**config.mk**
```make
export PLATFORM = sky130hd
export DESIGN_NAME = priority_schedule_wait_times
export DESIGN_NICKNAME = d
export VERILOG_FILES = /design/src/hdl/psw_pkg.sv /design/src/hdl/psw_div.sv /design/src/hdl/psw_datapath.sv /design/src/hdl/psw_ctrl.sv /design/src/hdl/priority_schedule_wait_times.sv
export VERILOG_INCLUDE_DIRS = /design/src /design/src/hdl
export SDC_FILE = /design/constraint.sdc
export NUM_CORES = 1
export LEC_CHECK = 0
export BUFFER_PORTS_ARGS = -buffer_cell sky130_fd_sc_hd__buf_2
export CAP_MARGIN = 15
export CORE_ASPECT_RATIO = 1.5
export CORE_MARGIN = 1
export CORE_UTILIZATION = 25
export CTS_CLUSTER_DIAMETER = 200
export DETAILED_ROUTE_END_ITERATION = 12
export SLEW_MARGIN = 30
export SYNTH_ARGS = -nofsm -noshare
export SYNTH_HDL_FRONTEND = slang
export SYNTH_HIERARCHICAL = 1
export SYNTH_SLANG_ARGS = --single-unit
export TNS_END_PERCENT = 50
```
**constraint.sdc**
```tcl
create_clock -name clk -period 9.1 [get_ports clk]
set_clock_uncertainty 0.2 [all_clocks]
set_input_delay 1.365 -clock clk [delete_from_list [all_inputs] [get_ports clk]]
set_output_delay 1.365 -clock clk [all_outputs]
set_load 0.03 [all_outputs]
```
**src/hdl/priority_schedule_wait_times_defines.svh**
```systemverilog
`ifndef PRIORITY_SCHEDULE_WAIT_TIMES_DEFINES_SVH
`define PRIORITY_SCHEDULE_WAIT_TIMES_DEFINES_SVH

// same-cycle implication, clocked on clk, off during reset
`define PSW_AST_IMP(lbl, ante, cons) \
  lbl: assert property (@(posedge clk) disable iff (!rst_n) (ante) |-> (cons)) \
    else $error("psw check failed");

// next-cycle implication, clocked on clk, off during reset
`define PSW_AST_NXT(lbl, ante, cons) \
  lbl: assert property (@(posedge clk) disable iff (!rst_n) (ante) |=> (cons)) \
    else $error("psw check failed");

`endif

```
**src/hdl/psw_pkg.sv**
```systemverilog
package psw_pkg;

  localparam int DEF_MAX_PROCS = 16;

  localparam int ID_W    = 16;
  localparam int BURST_W = 16;
  localparam int PRIO_W  = 8;
  localparam int TIME_W  = 20;
  localparam int AVG_W   = 28;
  localparam int FRAC_W  = 8;

  typedef struct packed {
    logic [ID_W-1:0]    id;
    logic [BURST_W-1:0] burst;
    logic [PRIO_W-1:0]  prio;
  } rec_t;

  // write data source for the record memory
  localparam logic [1:0] WSRC_IN   = 2'd0;
  localparam logic [1:0] WSRC_BEST = 2'd1;
  localparam logic [1:0] WSRC_SLOT = 2'd2;

  typedef struct packed {
    logic       we;
    logic [1:0] wsrc;
    logic       ld_slot;
    logic       upd_best;
    logic       clr_acc;
    logic       acc;
    logic       div_start;
    logic       emit_ld;
    logic       emit_last;
  } cmd_t;

  typedef struct packed {
    logic lt;
    logic out_free;
    logic div_done;
  } sts_t;

endpackage

```
**src/hdl/psw_div.sv**
```systemverilog
module psw_div #(
  parameter int MAX_PROCS = psw_pkg::DEF_MAX_PROCS
) (
  input  logic          clk,
  input  logic          rst_n,
  input  logic          start,
  input  logic [psw_pkg::BURST_W+2*$clog2(MAX_PROCS+1)+psw_pkg::FRAC_W-1:0] dvd_a,
  input  logic [psw_pkg::BURST_W+2*$clog2(MAX_PROCS+1)+psw_pkg::FRAC_W-1:0] dvd_b,
  input  logic [$clog2(MAX_PROCS+1)-1:0] dvs,
  output logic          done,
  output logic [psw_pkg::BURST_W+2*$clog2(MAX_PROCS+1)+psw_pkg::FRAC_W-1:0] q_a,
  output logic [psw_pkg::BURST_W+2*$clog2(MAX_PROCS+1)+psw_pkg::FRAC_W-1:0] q_b
);

  localparam int CW  = $clog2(MAX_PROCS + 1);
  localparam int DW  = psw_pkg::BURST_W + 2 * CW + psw_pkg::FRAC_W;
  localparam int RW  = CW + 1;
  localparam int CTW = $clog2(DW + 1);

  logic          busy_r;
  logic          done_r;
  logic [CTW-1:0] cnt_r;
  logic [DW-1:0] qa_r, qb_r;
  logic [RW-1:0] ra_r, rb_r;
  logic [RW-1:0] ra_sh, rb_sh;
  logic          ba, bb;

  // one quotient bit per cycle, both dividends share the divisor
  always_comb begin
    ra_sh = {ra_r[RW-2:0], qa_r[DW-1]};
    rb_sh = {rb_r[RW-2:0], qb_r[DW-1]};
    ba    = (ra_sh >= {1'b0, dvs});
    bb    = (rb_sh >= {1'b0, dvs});
  end

  always_ff @(posedge clk) begin
    if (!rst_n) begin
      busy_r <= 1'b0;
      done_r <= 1'b0;
      cnt_r  <= '0;
    end else begin
      done_r <= 1'b0;
      if (start) begin
        busy_r <= 1'b1;
        cnt_r  <= CTW'(DW);
      end else if (busy_r) begin
        cnt_r <= cnt_r - CTW'(1);
        if (cnt_r == CTW'(1)) begin
          busy_r <= 1'b0;
          done_r <= 1'b1;
        end
      end
    end
  end

  always_ff @(posedge clk) begin
    if (start) begin
      qa_r <= dvd_a;
      qb_r <= dvd_b;
      ra_r <= '0;
      rb_r <= '0;
    end else if (busy_r) begin
      qa_r <= {qa_r[DW-2:0], ba};
      qb_r <= {qb_r[DW-2:0], bb};
      ra_r <= ba ? (ra_sh - {1'b0, dvs}) : ra_sh;
      rb_r <= bb ? (rb_sh - {1'b0, dvs}) : rb_sh;
    end
  end

  assign done = done_r;
  assign q_a  = qa_r;
  assign q_b  = qb_r;

endmodule

```
**src/hdl/psw_datapath.sv**
```systemverilog
module psw_datapath #(
  parameter int MAX_PROCS = psw_pkg::DEF_MAX_PROCS
) (
  input  logic                 clk,
  input  logic                 rst_n,
  input  psw_pkg::cmd_t        cmd,
  output psw_pkg::sts_t        sts,
  input  logic [(MAX_PROCS > 1 ? $clog2(MAX_PROCS) : 1)-1:0] waddr,
  input  logic [(MAX_PROCS > 1 ? $clog2(MAX_PROCS) : 1)-1:0] raddr,
  input  logic [$clog2(MAX_PROCS+1)-1:0] n,
  input  logic [psw_pkg::ID_W-1:0]    in_proc_id,
  input  logic [psw_pkg::BURST_W-1:0] in_burst,
  input  logic [psw_pkg::PRIO_W-1:0]  in_prio,
  input  logic                        out_ready,
  output logic                        out_valid,
  output logic [psw_pkg::ID_W-1:0]    out_id,
  output logic [psw_pkg::BURST_W-1:0] out_burst,
  output logic [psw_pkg::PRIO_W-1:0]  out_prio,
  output logic [psw_pkg::TIME_W-1:0]  out_wait_time,
  output logic [psw_pkg::TIME_W-1:0]  out_turnaround,
  output logic [psw_pkg::AVG_W-1:0]   out_avg_wait_q8,
  output logic [psw_pkg::AVG_W-1:0]   out_avg_turn_q8,
  output logic                        out_last_row
);

  localparam int CW = $clog2(MAX_PROCS + 1);
  localparam int EW = psw_pkg::BURST_W + CW;
  localparam int SW = EW + CW;
  localparam int DW = SW + psw_pkg::FRAC_W;

  psw_pkg::rec_t mem_r [MAX_PROCS];
  psw_pkg::rec_t rdata_r;
  psw_pkg::rec_t slot_rec_r;
  psw_pkg::rec_t best_rec_r;
  psw_pkg::rec_t wdata;

  logic [EW-1:0] elapsed_r;
  logic [EW-1:0] elapsed_nxt;
  logic [SW-1:0] wsum_r, tsum_r;
  logic [DW-1:0] q_a, q_b;
  logic          div_done;

  logic                        out_valid_r;
  logic [psw_pkg::ID_W-1:0]    out_id_r;
  logic [psw_pkg::BURST_W-1:0] out_burst_r;
  logic [psw_pkg::PRIO_W-1:0]  out_prio_r;
  logic [psw_pkg::TIME_W-1:0]  out_wait_r, out_turn_r;
  logic [psw_pkg::AVG_W-1:0]   out_avgw_r, out_avgt_r;
  logic                        out_last_r;

  always_comb begin
    case (cmd.wsrc)
      psw_pkg::WSRC_IN:   wdata = '{id: in_proc_id, burst: in_burst, prio: in_prio};
      psw_pkg::WSRC_BEST: wdata = best_rec_r;
      psw_pkg::WSRC_SLOT: wdata = slot_rec_r;
      default:            wdata = best_rec_r;
    endcase
  end

  // record memory, one write and one registered read per cycle
  always_ff @(posedge clk) begin
    if (cmd.we) begin
      mem_r[waddr] <= wdata;
    end
    rdata_r <= mem_r[raddr];
  end

  // sort candidates
  always_ff @(posedge clk) begin
    if (cmd.ld_slot) begin
      slot_rec_r <= rdata_r;
      best_rec_r <= rdata_r;
    end else if (cmd.upd_best) begin
      best_rec_r <= rdata_r;
    end
  end

  assign elapsed_nxt = elapsed_r + EW'(rdata_r.burst);

  always_ff @(posedge clk) begin
    if (cmd.clr_acc) begin
      elapsed_r <= '0;
      wsum_r    <= '0;
      tsum_r    <= '0;
    end else if (cmd.acc) begin
      elapsed_r <= elapsed_nxt;
      wsum_r    <= wsum_r + SW'(elapsed_r);
      tsum_r    <= tsum_r + SW'(elapsed_nxt);
    end else if (cmd.emit_ld) begin
      elapsed_r <= elapsed_nxt;
    end
  end

  psw_div #(
    .MAX_PROCS(MAX_PROCS)
  ) u_div (
    .clk   (clk),
    .rst_n (rst_n),
    .start (cmd.div_start),
    .dvd_a ({wsum_r, {psw_pkg::FRAC_W{1'b0}}}),
    .dvd_b ({tsum_r, {psw_pkg::FRAC_W{1'b0}}}),
    .dvs   (n),
    .done  (div_done),
    .q_a   (q_a),
    .q_b   (q_b)
  );

  // output register
  always_ff @(posedge clk) begin
    if (!rst_n) begin
      out_valid_r <= 1'b0;
    end else if (cmd.emit_ld) begin
      out_valid_r <= 1'b1;
    end else if (out_ready) begin
      out_valid_r <= 1'b0;
    end
  end

  always_ff @(posedge clk) begin
    if (cmd.emit_ld) begin
      out_id_r    <= rdata_r.id;
      out_burst_r <= rdata_r.burst;
      out_prio_r  <= rdata_r.prio;
      out_wait_r  <= psw_pkg::TIME_W'(elapsed_r);
      out_turn_r  <= psw_pkg::TIME_W'(elapsed_nxt);
      out_avgw_r  <= psw_pkg::AVG_W'(q_a);
      out_avgt_r  <= psw_pkg::AVG_W'(q_b);
      out_last_r  <= cmd.emit_last;
    end
  end

  always_comb begin
    sts.lt       = (rdata_r.prio < best_rec_r.prio);
    sts.out_free = !out_valid_r || out_ready;
    sts.div_done = div_done;
  end

  assign out_valid       = out_valid_r;
  assign out_id          = out_id_r;
  assign out_burst       = out_burst_r;
  assign out_prio        = out_prio_r;
  assign out_wait_time   = out_wait_r;
  assign out_turnaround  = out_turn_r;
  assign out_avg_wait_q8 = out_avgw_r;
  assign out_avg_turn_q8 = out_avgt_r;
  assign out_last_row    = out_last_r;

endmodule

```
**src/hdl/psw_ctrl.sv**
```systemverilog
`include "priority_schedule_wait_times_defines.svh"

module psw_ctrl #(
  parameter int MAX_PROCS = psw_pkg::DEF_MAX_PROCS
) (
  input  logic          clk,
  input  logic          rst_n,
  input  logic          in_valid,
  output logic          in_ready,
  input  logic          in_last_proc,
  input  psw_pkg::sts_t sts,
  output psw_pkg::cmd_t cmd,
  output logic [(MAX_PROCS > 1 ? $clog2(MAX_PROCS) : 1)-1:0] waddr,
  output logic [(MAX_PROCS > 1 ? $clog2(MAX_PROCS) : 1)-1:0] raddr,
  output logic [$clog2(MAX_PROCS+1)-1:0] n
);

  localparam int IW = (MAX_PROCS > 1) ? $clog2(MAX_PROCS) : 1;
  localparam int CW = $clog2(MAX_PROCS + 1);

  localparam logic [3:0] ST_LOAD   = 4'd0;
  localparam logic [3:0] ST_S_RD   = 4'd1;
  localparam logic [3:0] ST_S_CMP  = 4'd2;
  localparam logic [3:0] ST_S_SW1  = 4'd3;
  localparam logic [3:0] ST_S_SW2  = 4'd4;
  localparam logic [3:0] ST_A_RD   = 4'd5;
  localparam logic [3:0] ST_A_ACC  = 4'd6;
  localparam logic [3:0] ST_D_GO   = 4'd7;
  localparam logic [3:0] ST_D_WAIT = 4'd8;
  localparam logic [3:0] ST_E_RD   = 4'd9;
  localparam logic [3:0] ST_E_LD   = 4'd10;

  logic [3:0]    state_r, state_nxt;
  logic [CW-1:0] cnt_r, cnt_nxt;
  logic [CW-1:0] n_r, n_nxt;
  logic [IW-1:0] slot_r, slot_nxt;
  logic [IW-1:0] k_r, k_nxt;
  logic [IW-1:0] best_r, best_nxt;

  logic          full;
  logic [CW-1:0] n_new;
  logic          k_at_end;

  assign full     = (cnt_r == CW'(MAX_PROCS));
  assign n_new    = full ? cnt_r : cnt_r + CW'(1);
  assign k_at_end = (CW'(k_r) == n_r - CW'(1));

  always_comb begin
    state_nxt = state_r;
    cnt_nxt   = cnt_r;
    n_nxt     = n_r;
    slot_nxt  = slot_r;
    k_nxt     = k_r;
    best_nxt  = best_r;
    cmd       = '0;
    cmd.wsrc  = psw_pkg::WSRC_IN;
    waddr     = cnt_r[IW-1:0];
    in_ready  = 1'b0;

    case (state_r)
      ST_LOAD: begin
        in_ready = 1'b1;
        if (in_valid) begin
          cmd.we = !full;
          if (in_last_proc) begin
            cnt_nxt     = '0;
            n_nxt       = n_new;
            slot_nxt    = '0;
            k_nxt       = '0;
            cmd.clr_acc = 1'b1;
            state_nxt   = (n_new == CW'(1)) ? ST_A_RD : ST_S_RD;
          end else begin
            cnt_nxt = n_new;
          end
        end
      end
      ST_S_RD: begin
        state_nxt = ST_S_CMP;
      end
      ST_S_CMP: begin
        if (k_r == slot_r) begin
          cmd.ld_slot = 1'b1;
          best_nxt    = slot_r;
        end else if (sts.lt) begin
          cmd.upd_best = 1'b1;
          best_nxt     = k_r;
        end
        if (k_at_end) begin
          state_nxt = ST_S_SW1;
        end else begin
          k_nxt     = k_r + IW'(1);
          state_nxt = ST_S_RD;
        end
      end
      ST_S_SW1: begin
        cmd.we    = 1'b1;
        cmd.wsrc  = psw_pkg::WSRC_BEST;
        waddr     = slot_r;
        state_nxt = ST_S_SW2;
      end
      ST_S_SW2: begin
        cmd.we   = 1'b1;
        cmd.wsrc = psw_pkg::WSRC_SLOT;
        waddr    = best_r;
        if (CW'(slot_r) == n_r - CW'(2)) begin
          k_nxt     = '0;
          state_nxt = ST_A_RD;
        end else begin
          slot_nxt  = slot_r + IW'(1);
          k_nxt     = slot_r + IW'(1);
          state_nxt = ST_S_RD;
        end
      end
      ST_A_RD: begin
        state_nxt = ST_A_ACC;
      end
      ST_A_ACC: begin
        cmd.acc = 1'b1;
        if (k_at_end) begin
          k_nxt     = '0;
          state_nxt = ST_D_GO;
        end else begin
          k_nxt     = k_r + IW'(1);
          state_nxt = ST_A_RD;
        end
      end
      ST_D_GO: begin
        cmd.div_start = 1'b1;
        state_nxt     = ST_D_WAIT;
      end
      ST_D_WAIT: begin
        if (sts.div_done) begin
          cmd.clr_acc = 1'b1;
          k_nxt       = '0;
          state_nxt   = ST_E_RD;
        end
      end
      ST_E_RD: begin
        state_nxt = ST_E_LD;
      end
      ST_E_LD: begin
        if (sts.out_free) begin
          cmd.emit_ld   = 1'b1;
          cmd.emit_last = k_at_end;
          if (k_at_end) begin
            state_nxt = ST_LOAD;
          end else begin
            k_nxt     = k_r + IW'(1);
            state_nxt = ST_E_RD;
          end
        end
      end
      default: begin
        state_nxt = ST_LOAD;
      end
    endcase
  end

  always_ff @(posedge clk) begin
    if (!rst_n) begin
      state_r <= ST_LOAD;
      cnt_r   <= '0;
      n_r     <= '0;
      slot_r  <= '0;
      k_r     <= '0;
      best_r  <= '0;
    end else begin
      state_r <= state_nxt;
      cnt_r   <= cnt_nxt;
      n_r     <= n_nxt;
      slot_r  <= slot_nxt;
      k_r     <= k_nxt;
      best_r  <= best_nxt;
    end
  end

  assign raddr = k_r;
  assign n     = n_r;

  // a schedule always holds at least one record
  `PSW_AST_NXT(a_start_nonempty, in_valid && in_ready && in_last_proc,
               state_r != ST_LOAD && n_r != '0)
  // scan index stays inside the batch and never behind the slot
  `PSW_AST_IMP(a_scan_range, state_r == ST_S_CMP, CW'(k_r) < n_r && slot_r <= k_r)
  // emission follows the divider
  `PSW_AST_NXT(a_div_to_emit, state_r == ST_D_WAIT && sts.div_done, state_r == ST_E_RD)
  // a row is never loaded over one still pending
  `PSW_AST_IMP(a_no_overwrite, cmd.emit_ld, sts.out_free)

endmodule

```
**src/hdl/priority_schedule_wait_times.sv**
```systemverilog
// Non-preemptive priority scheduler. Records (id, burst, priority) are taken one per cycle
// into a record memory (one write, one read port); the record flagged last_proc starts
// the schedule, and records beyond MAX_PROCS are dropped. The batch is selection sorted on
// priority (lowest first, first strict minimum wins, swap), then one row per record is
// emitted with wait time, turnaround and the batch averages in unsigned Q.8. Each sort
// compare reads a record through the registered memory read, each swap writes both
// records in turn, the times are summed by a read and an accumulate per record, a
// bit-serial divider yields 16 + 2*clog2(MAX_PROCS+1) + 8 quotient bits, and a row waits
// while the output is stalled. New records are not taken until the last row is registered.
module priority_schedule_wait_times #(
  parameter int MAX_PROCS = psw_pkg::DEF_MAX_PROCS
) (
  input  logic                        clk,
  input  logic                        rst_n,
  input  logic                        in_valid,
  output logic                        in_ready,
  input  logic [psw_pkg::ID_W-1:0]    in_proc_id,
  input  logic [psw_pkg::BURST_W-1:0] in_burst,
  input  logic [psw_pkg::PRIO_W-1:0]  in_prio,
  input  logic                        in_last_proc,
  output logic                        out_valid,
  input  logic                        out_ready,
  output logic [psw_pkg::ID_W-1:0]    out_id,
  output logic [psw_pkg::BURST_W-1:0] out_burst,
  output logic [psw_pkg::PRIO_W-1:0]  out_prio,
  output logic [psw_pkg::TIME_W-1:0]  out_wait_time,
  output logic [psw_pkg::TIME_W-1:0]  out_turnaround,
  output logic [psw_pkg::AVG_W-1:0]   out_avg_wait_q8,
  output logic [psw_pkg::AVG_W-1:0]   out_avg_turn_q8,
  output logic                        out_last_row
);

  localparam int IW = (MAX_PROCS > 1) ? $clog2(MAX_PROCS) : 1;
  localparam int CW = $clog2(MAX_PROCS + 1);

  psw_pkg::cmd_t cmd;
  psw_pkg::sts_t sts;
  logic [IW-1:0] waddr;
  logic [IW-1:0] raddr;
  logic [CW-1:0] n;

  psw_ctrl #(
    .MAX_PROCS(MAX_PROCS)
  ) u_ctrl (
    .clk          (clk),
    .rst_n        (rst_n),
    .in_valid     (in_valid),
    .in_ready     (in_ready),
    .in_last_proc (in_last_proc),
    .sts          (sts),
    .cmd          (cmd),
    .waddr        (waddr),
    .raddr        (raddr),
    .n            (n)
  );

  psw_datapath #(
    .MAX_PROCS(MAX_PROCS)
  ) u_dp (
    .clk             (clk),
    .rst_n           (rst_n),
    .cmd             (cmd),
    .sts             (sts),
    .waddr           (waddr),
    .raddr           (raddr),
    .n               (n),
    .in_proc_id      (in_proc_id),
    .in_burst        (in_burst),
    .in_prio         (in_prio),
    .out_ready       (out_ready),
    .out_valid       (out_valid),
    .out_id          (out_id),
    .out_burst       (out_burst),
    .out_prio        (out_prio),
    .out_wait_time   (out_wait_time),
    .out_turnaround  (out_turnaround),
    .out_avg_wait_q8 (out_avg_wait_q8),
    .out_avg_turn_q8 (out_avg_turn_q8),
    .out_last_row    (out_last_row)
  );

endmodule
```
==> results of run 1 <==
-- area by class of cell --
type / instances / area (um^2)
inverters: 46 / 173
diodes: 1 / 2.50
fillers: 17305 / 123000
flip-flops and latches: 1083 / 31000
well taps: 2280 / 2850
clock buffers: 164 / 3220
multi-input cells: 1320 / 12700
clock inverters: 43 / 493
repair buffers: 261 / 1570
-- state kept, by name, summed over array words and instances, names as in the netlist, 28 cells and up --
signal / flops
u_dp/best_rec_r: 40
u_dp/mem_r: 640
u_dp/out_avg_turn_q8: 28
u_dp/out_avg_wait_q8: 28
u_dp/rdata_r: 40
u_dp/slot_rec_r: 40
u_dp/u_div/q_a: 34
u_dp/u_div/q_b: 34
-- worst max-delay path: cells and delay by family (launching register included) --
kind,cells,cell delay [ps]
xor gates and xnor gates,1,260
adders and majority gates,3,1040
DFF,1,340
AOI/OAI and AO/OA,9,2270
and+or+nand+nor,2,340
-- worst paths after layout --
path | start | end | cells after the start
worst max-delay path | u_dp/rdata_r[8] | u_dp/tsum_r[25] | 15
worst min-delay path | u_dp/u_div/q_a[21] | u_dp/out_avg_wait_q8[21] | 0
worst max register to register | u_dp/rdata_r[8] | u_dp/tsum_r[25] | 15
worst min register to register | u_dp/u_div/q_a[21] | u_dp/out_avg_wait_q8[21] | 0
-- through the flow --
stage,instance area [um^2],hold slack (ps),util
after global routing,51900,255,0.297
final,51900,240,0.297
after floorplan,44200,221,-
after CTS,51900,240,0.296
after global placement,48100,227,0.275
after detailed placement,48100,233,0.275
-- kinds of logic (layout without fill, tap and decap cells) --
kind of cell | after synthesis | in the layout | share of synthesized area
AOI/OAI and AO/OA | 378 | 378 | 0.0586
xor gates and xnor gates | 74 | 74 | 0.0150
adders and majority gates | 89 | 89 | 0.0261
buffers and inverters | 165 | 514 | 0.0160
DFF | 1083 | 1083 | 0.702
muxes | 328 | 328 | 0.133
other | 1 | 17 | 0.0000850
and+or+nand+nor | 435 | 435 | 0.0493
-- metal layers --
metal | vias up | wire [um] | track usage
li1 | 10699 | - | -
met1 | 12218 | 45300 | 0.151
met2 | 696 | 51800 | 0.199
met3 | 156 | 5850 | 0.0192
met4 | 0 | 3160 | 0.0429
met5 | - | 0 | 0
-- cell usage in the layout, fill, tap and decap left out, drive strengths merged, types with 59 or more instances in the layout --
master    n
edfxtp  925
buf     261
mux4    200
clkbuf  164
dfxtp   158
nand2   127
o21ai    93
nor2     89
ha       84
a21oi    81
mux2     69
mux2i    59
-- power by group through the flow --
| stage | clock network (mW) | logic, mW | registers [mW] |
|---|---|---|---|
| floorplan | 0 | 2.30 | 6.65 |
| CTS | 4.69 | 3.25 | 6.72 |
| global placement | 0 | 3.18 | 6.80 |
| global route | 4.87 | 3.54 | 6.77 |
| detailed placement | 0 | 3.23 | 6.82 |
| finish | 4.57 | 3.22 | 6.71 |
==> parameters.txt, run 1 <==
Parameter                              Value

Run status
  Run status ... complete, no violations

Final layout
  Non-filler instance count after layout ... roughly 5200
  Fraction of layout cells with a size suffix above 1 ... 0.257
  Area growth from synthesis to layout ... 17.8%
  Net count, final ... 2955

Floorplan
  Effective utilization at floorplan ... 0.252
  Die Footprint ... 178000 um^2
  Height of the die ... between 500 and 600 um
  Core region area ... 175000 um^2
  Horizontal extent of the die ... between 300 and 400 um
  Ports placed on the boundary ... 184
  Number of core rows ... approximately 190

Setup path
  Startpoint kind of the worst setup timing path ... flop
  Kind of critical path ... reg2reg
  Worst-path cell with the longest stage delay ... sky130_fd_sc_hd__fa_1
  Crit-path max cell delay ... roughly 420 ps
  Arrival time of the worst setup path ... between 4000 and 5000 ps
  Crit Path Max Fanout ... 7
  Critical-path cell list ... ha_1 -> fa_1 -> a21o_1 -> a221oi_2 -> a21oi_2 -> a311oi_2 -> xnor2_1 -> ha_1 -> a21o_1 -> a221o_1 -> o21ai_0 -> nand3_1 -> a211oi_2 -> or3_1 -> a21oi_1
  Setup crit end kind ... flop
  Reg-to-reg setup timing slack ... 4500 ps
  Data required time of the worst path ... 9470 ps

Power
  Combinational power share ... 0.222
  Net switching power figure ... 4.23 mW
  P per Cell Area ... around 280 nW/um^2
  Static leakage ... 17.0 nW
  Share of power burned in the clock network ... 0.315
  Worst vdd rail ir drop ... about 0.00018 V
  Internal Pwr Total ... just over 10 mW
  Sequential cell fraction of total power ... 0.463
  Overall power consumption ... 14.5 mW
  Switching portion of total power ... 0.292

STA
  Actual transition at the worst max-transition pin ... 1020 ps
  Headroom to the max-slew limit ... 0.319
  Final clock period utilization by the worst path ... 0.506
  Top achievable clock speed ... 217 MHz
  Accumulated negative setup slack ... 0 ps
  Unrepaired setup endpoints after global routing ... false
  Final Hold Fails ... 0
  Final Setup Violations ... 0
  Count of final max-slew check failures ... 0
  Worst setup margin ... 4500 ps
  Minimum period implied by the final worst setup slack ... approximately 4600 ps

Place
  Number of port buffers ... 183
  Worst-case setup slack after placement ... roughly 4500 ps
  Final Wtd Congestion ... roughly 0.82
  Half-perimeter wire length of the detailed placement result ... 63000 um
  Post-placement cell count ... ~5000

CTS
  Post-CTS setup buffer count ... 0
  Cell chosen for the clock root ... sky130_fd_sc_hd__clkbuf_16
  Clock-pin slew on the worst setup and hold paths ... around 60 ps
  Number of levels the H-tree was split into ... 3
  Clock buffers created by TritonCTS ... 109
  Clock tree from TritonCTS ... yes
  Clock sinks ... between 1000 and 1500
  Clock tree buffer depth ... 3
  Hold Buf Count CTS ... 0
  Resized cells post-CTS ... 0
  Clk_lat worst skew ... slightly above 700 ps

GRT
  All-Layer GR Usage ... 0.118
  Global-route congestion overflow total ... 0
  Largest net degree at the start of global routing ... 98
  Via count of the first global-routing pass ... between 20000 and 25000
  Number of antenna violations at the first check in global routing ... 3
  Global-route wire length before repair ... 156000 um

Synth
  Mean cell area of the mapped netlist ... 17.3 um^2
  Proportion of netlist area held by the largest area contributor ... 0.630
  Number of synthesized flops with an enable pin ... approximately 900
  Cell with the most instances after synthesis ... sky130_fd_sc_hd__edfxtp_1
  Cell area after synthesis ... between 40000 and 50000 um^2
  Largest area contributor in the synthesized netlist ... sky130_fd_sc_hd__edfxtp_1
  Ys async rst share ... 0
  Flip-flop and latch count after synthesis ... ~1100
  Count of yosys warnings during synthesis ... 6
  Top cells by area, synth ... sky130_fd_sc_hd__edfxtp_1 63%, sky130_fd_sc_hd__mux4_2 10%, sky130_fd_sc_hd__dfxtp_1 7.2%
  Most instantiated flip-flop cell in the synthesis netlist ... sky130_fd_sc_hd__edfxtp_1
  Top cells by count, synth ... 925 x sky130_fd_sc_hd__edfxtp_1, 200 x sky130_fd_sc_hd__mux4_2, 158 x sky130_fd_sc_hd__dfxtp_1
  Count of unique library cells instantiated by Yosys ... between 80 and 90
  Mapped Cells ... 2553
  Share of synthesized area occupied by flip-flops and latches ... 0.702

Detailed routing
  Post-detailed-route wirelength per cell ... approximately 20 um
  Vias after detailed routing ... between 20000 and 25000
  Post-route DRC ... 0
  Final wirelength ... 106000 um
  Final ANT Viol Nets ... 0
  Vias per inst ... 4.57
  First-pass iteration count of the detailed router ... 5
  Initial DRC count ... between 1500 and 2000

Min path
  Class of the most critical hold timing path ... reg2reg

Run
  Max capacitance violation total ... 0
Note: power is estimated with default switching activity, not from simulation.
==> run 2: changes to the inputs <==
clock period = 4.6 ns   (was 9.1 ns; I/O delays follow)
==> parameters.txt, run 2 (synthesis results as in run 1) <==
Parameter                              Value

Run status
  Run status ... complete, no violations

Final layout
  Most frequent standard cell in the layout excluding fill and tap cells ... sky130_fd_sc_hd__edfxtp_1
  Final cell utilization of the core ... 0.299 (+0.00237)
  Fillers ... 17222 (-0.48%)
  Register with the highest flop count ... u_dp/mem_r
  Flip-flop count of the largest register, all copies and words added ... 640 (unchanged)
  Post-Layout Inst Area ... 52400 um^2 (+0.80%)
  Area growth from synthesis to layout ... 18.7%
  Fraction of layout cells with a size suffix above 1 ... 0.263 (+0.00513)
  Net count, final ... 2979 (+0.81%)
  Most frequent cells in the layout ... 925 x sky130_fd_sc_hd__edfxtp_1, 200 x sky130_fd_sc_hd__mux4_2, 183 x sky130_fd_sc_hd__buf_2
  Non-filler instance count after layout ... 5222 (+0.46%)

CTS
  Clock buffers created by TritonCTS ... 110 (+0.92%)
  Clk_lat worst skew ... 730 ps (+20 ps)
  Clock tree buffer depth ... 3 (unchanged)
  Clock tree from TritonCTS ... yes
  Clock sinks ... 1083 (unchanged)
  Clock-pin slew on the worst setup and hold paths ... 60 ps (about the same)
  Hold Buf Count CTS ... 0 (unchanged)
  Number of levels the H-tree was split into ... 3 (unchanged)
  Cell chosen for the clock root ... sky130_fd_sc_hd__clkbuf_16

Setup path
  FF-to-FF End ... u_dp/tsum_r[23]
  Crit Path Max Fanout ... 6 (-1)
  R2R depth ... 16 (+1)
  Arrival time of the worst setup path ... 4810 ps (-160 ps)
  CP Buf/Inv Count ... 0 (unchanged)
  Critical-path cell list ... ha_1 -> fa_1 -> a21o_1 -> a221oi_4 -> a21oi_2 -> a311oi_2 -> o21a_2 -> nor2_1 -> xor2_1 -> ha_1 -> and3_1 -> and2_1 -> a21o_1 -> a211oi_4 -> or3_1 -> a21oi_1
  Setup crit end kind ... flop
  Worst-path cell with the longest stage delay ... sky130_fd_sc_hd__fa_1
  Source of the worst register-to-register timing path ... u_dp/rdata_r[8]
  Kind of critical path ... reg2reg
  Cell type group with the largest total delay on the critical path ... compound AO/OA/AOI/OAI gates
  Data required time of the worst path ... 5040 ps (-4430 ps)
  Crit-path max cell delay ... 400 ps (-20 ps)
  Reg-to-reg setup timing slack ... 240 ps (-4260 ps)
  Startpoint kind of the worst setup timing path ... flop

Min path
  Worst Hold Launch ... out_ready
  WHS Endpoint ... u_dp/out_valid
  Hold Path Stages ... 3 (+3)
  Class of the most critical hold timing path ... in2reg

Place
  Final Wtd Congestion ... 0.841 (+2.0%)
  Half-perimeter wire length of the detailed placement result ... 64800 um (+3.0%)
  Placed Instance Area ... 48700 um^2 (+1.1%)
  Number of port buffers ... 183 (unchanged)
  Post-placement cell count ... 5010 (+0.46%)
  Worst-case setup slack after placement ... 74.1 ps (-4440 ps)

Floorplan
  Number of core rows ... 188 (unchanged)
  Horizontal extent of the die ... 345 um (unchanged)
  Core region area ... 175000 um^2 (unchanged)
  Height of the die ... 516 um (unchanged)
  Die Footprint ... 178000 um^2 (unchanged)
  Effective utilization at floorplan ... 0.252 (unchanged)
  Ports placed on the boundary ... 184 (unchanged)

Power
  P per Cell Area ... 552 nW/um^2 (+98%)
  Static leakage ... 17.1 nW (+0.62%)
  Overall power consumption ... 28.9 mW (+99%)
  Worst vdd rail ir drop ... 0.000386 V (+110%)

GRT
  Global-route congestion overflow total ... 0 (unchanged)
  All-Layer GR Usage ... 0.121 (+0.00282)
  Number of antenna violations at the first check in global routing ... 4 (+1)
  Via count of the first global-routing pass ... 24537 (+1.4%)
  Global-route track usage on met1 ... 0.156 (+0.00521)
  Most utilized layer in the global route result ... met2
  Met3 usage ... 0.0199 (+0.000772)
  GR Layer Usage met2 ... 0.201 (+0.00205)
  Global-route wire length before repair ... 159000 um (+1.9%)
  Largest net degree at the start of global routing ... 115 (+17%)

STA
  Final clock period utilization by the worst path ... 0.949 (+0.443)
  Count of final max-slew check failures ... 0 (unchanged)
  Minimum period implied by the final worst setup slack ... 4360 ps (-239 ps)
  Headroom to the max-slew limit ... 0.324 (+0.00468)
  Top achievable clock speed ... 229 MHz (+5.5%)
  Final Hold Fails ... 0 (unchanged)
  Minimum hold slack ... 175 ps (-65.0 ps)
  Actual transition at the worst max-transition pin ... 1010 ps (-7.02 ps)
  Unrepaired setup endpoints after global routing ... false
  Accumulated negative setup slack ... 0 ps (unchanged)
  Worst setup margin ... 236 ps (-4260 ps)
  Final Setup Violations ... 0 (unchanged)

Detailed routing
  Vias per inst ... 4.60 (+0.57%)
  Post-detailed-route wirelength per cell ... 20.9 um (+2.3%)
  Vias after detailed routing ... 24016 (+1.0%)
  Final wirelength ... 109000 um (+2.8%)
  Final ANT Viol Nets ... 0 (unchanged)
  First-pass iteration count of the detailed router ... 5 (unchanged)
  Post-route DRC ... 0 (unchanged)
  Initial DRC count ... 1827 (+1.8%)

Run
  Max capacitance violation total ... 0 (unchanged)
[run 2: final cells by class]
cell class | instances | area [um^2] | area share
Antenna cell | 2 | 5.00 | 0.0000956
Clock buffer | 154 | 3050 | 0.0582
Clock inverter | 53 | 582 | 0.0111
Inverter | 46 | 173 | 0.00330
Multi-Input combinational cell | 1320 | 12700 | 0.243
Sequential cell | 1083 | 31000 | 0.591
Tap cell | 2280 | 2850 | 0.0545
Timing Repair Buffer | 284 | 2040 | 0.0389
[run 2: how the worst max path moves through the flow]
stage / from / end / depth (start not counted)
final: u_dp/rdata_r[8] / u_dp/tsum_r[23] / 16
after global placement: u_dp/rdata_r[8] / u_dp/tsum_r[25] / 16
after global routing: u_dp/rdata_r[8] / u_dp/tsum_r[21] / 16
after CTS: u_dp/rdata_r[8] / u_dp/tsum_r[23] / 16
after detailed placement: u_dp/rdata_r[8] / u_dp/tsum_r[23] / 16
after floorplan: u_ctrl/state_r[1] / u_dp/mem_r[12][0] / 5
[run 2: tightest hold or removal path: stages]
cell                       delay, ps
sky130_fd_sc_hd__buf_2            70
sky130_fd_sc_hd__nand2b_1        170
sky130_fd_sc_hd__a21boi_0        100
[run 2: repair_timing]
item,CTS,global route
setup buffers,0,3
gates resized for setup,0,6
endpoints found under the setup margin,0,8
[run 2: report_power, final]
part           switching [mW]  total [mW]  internal, mW
registers               0.732        13.3          12.5
logic                    4.06        6.74          2.68
clock network            3.84        8.90          5.06
total                    8.63        28.9          20.3
[run 2: routing by layer]
metal  routed length (um)  share of wire  vias up
li1                     -              -    10756
met1                46800           0.43    12397
met2                52700           0.48      697
met3                 5950          0.055      166
met4                 3560          0.033        0
met5                    0              0        -
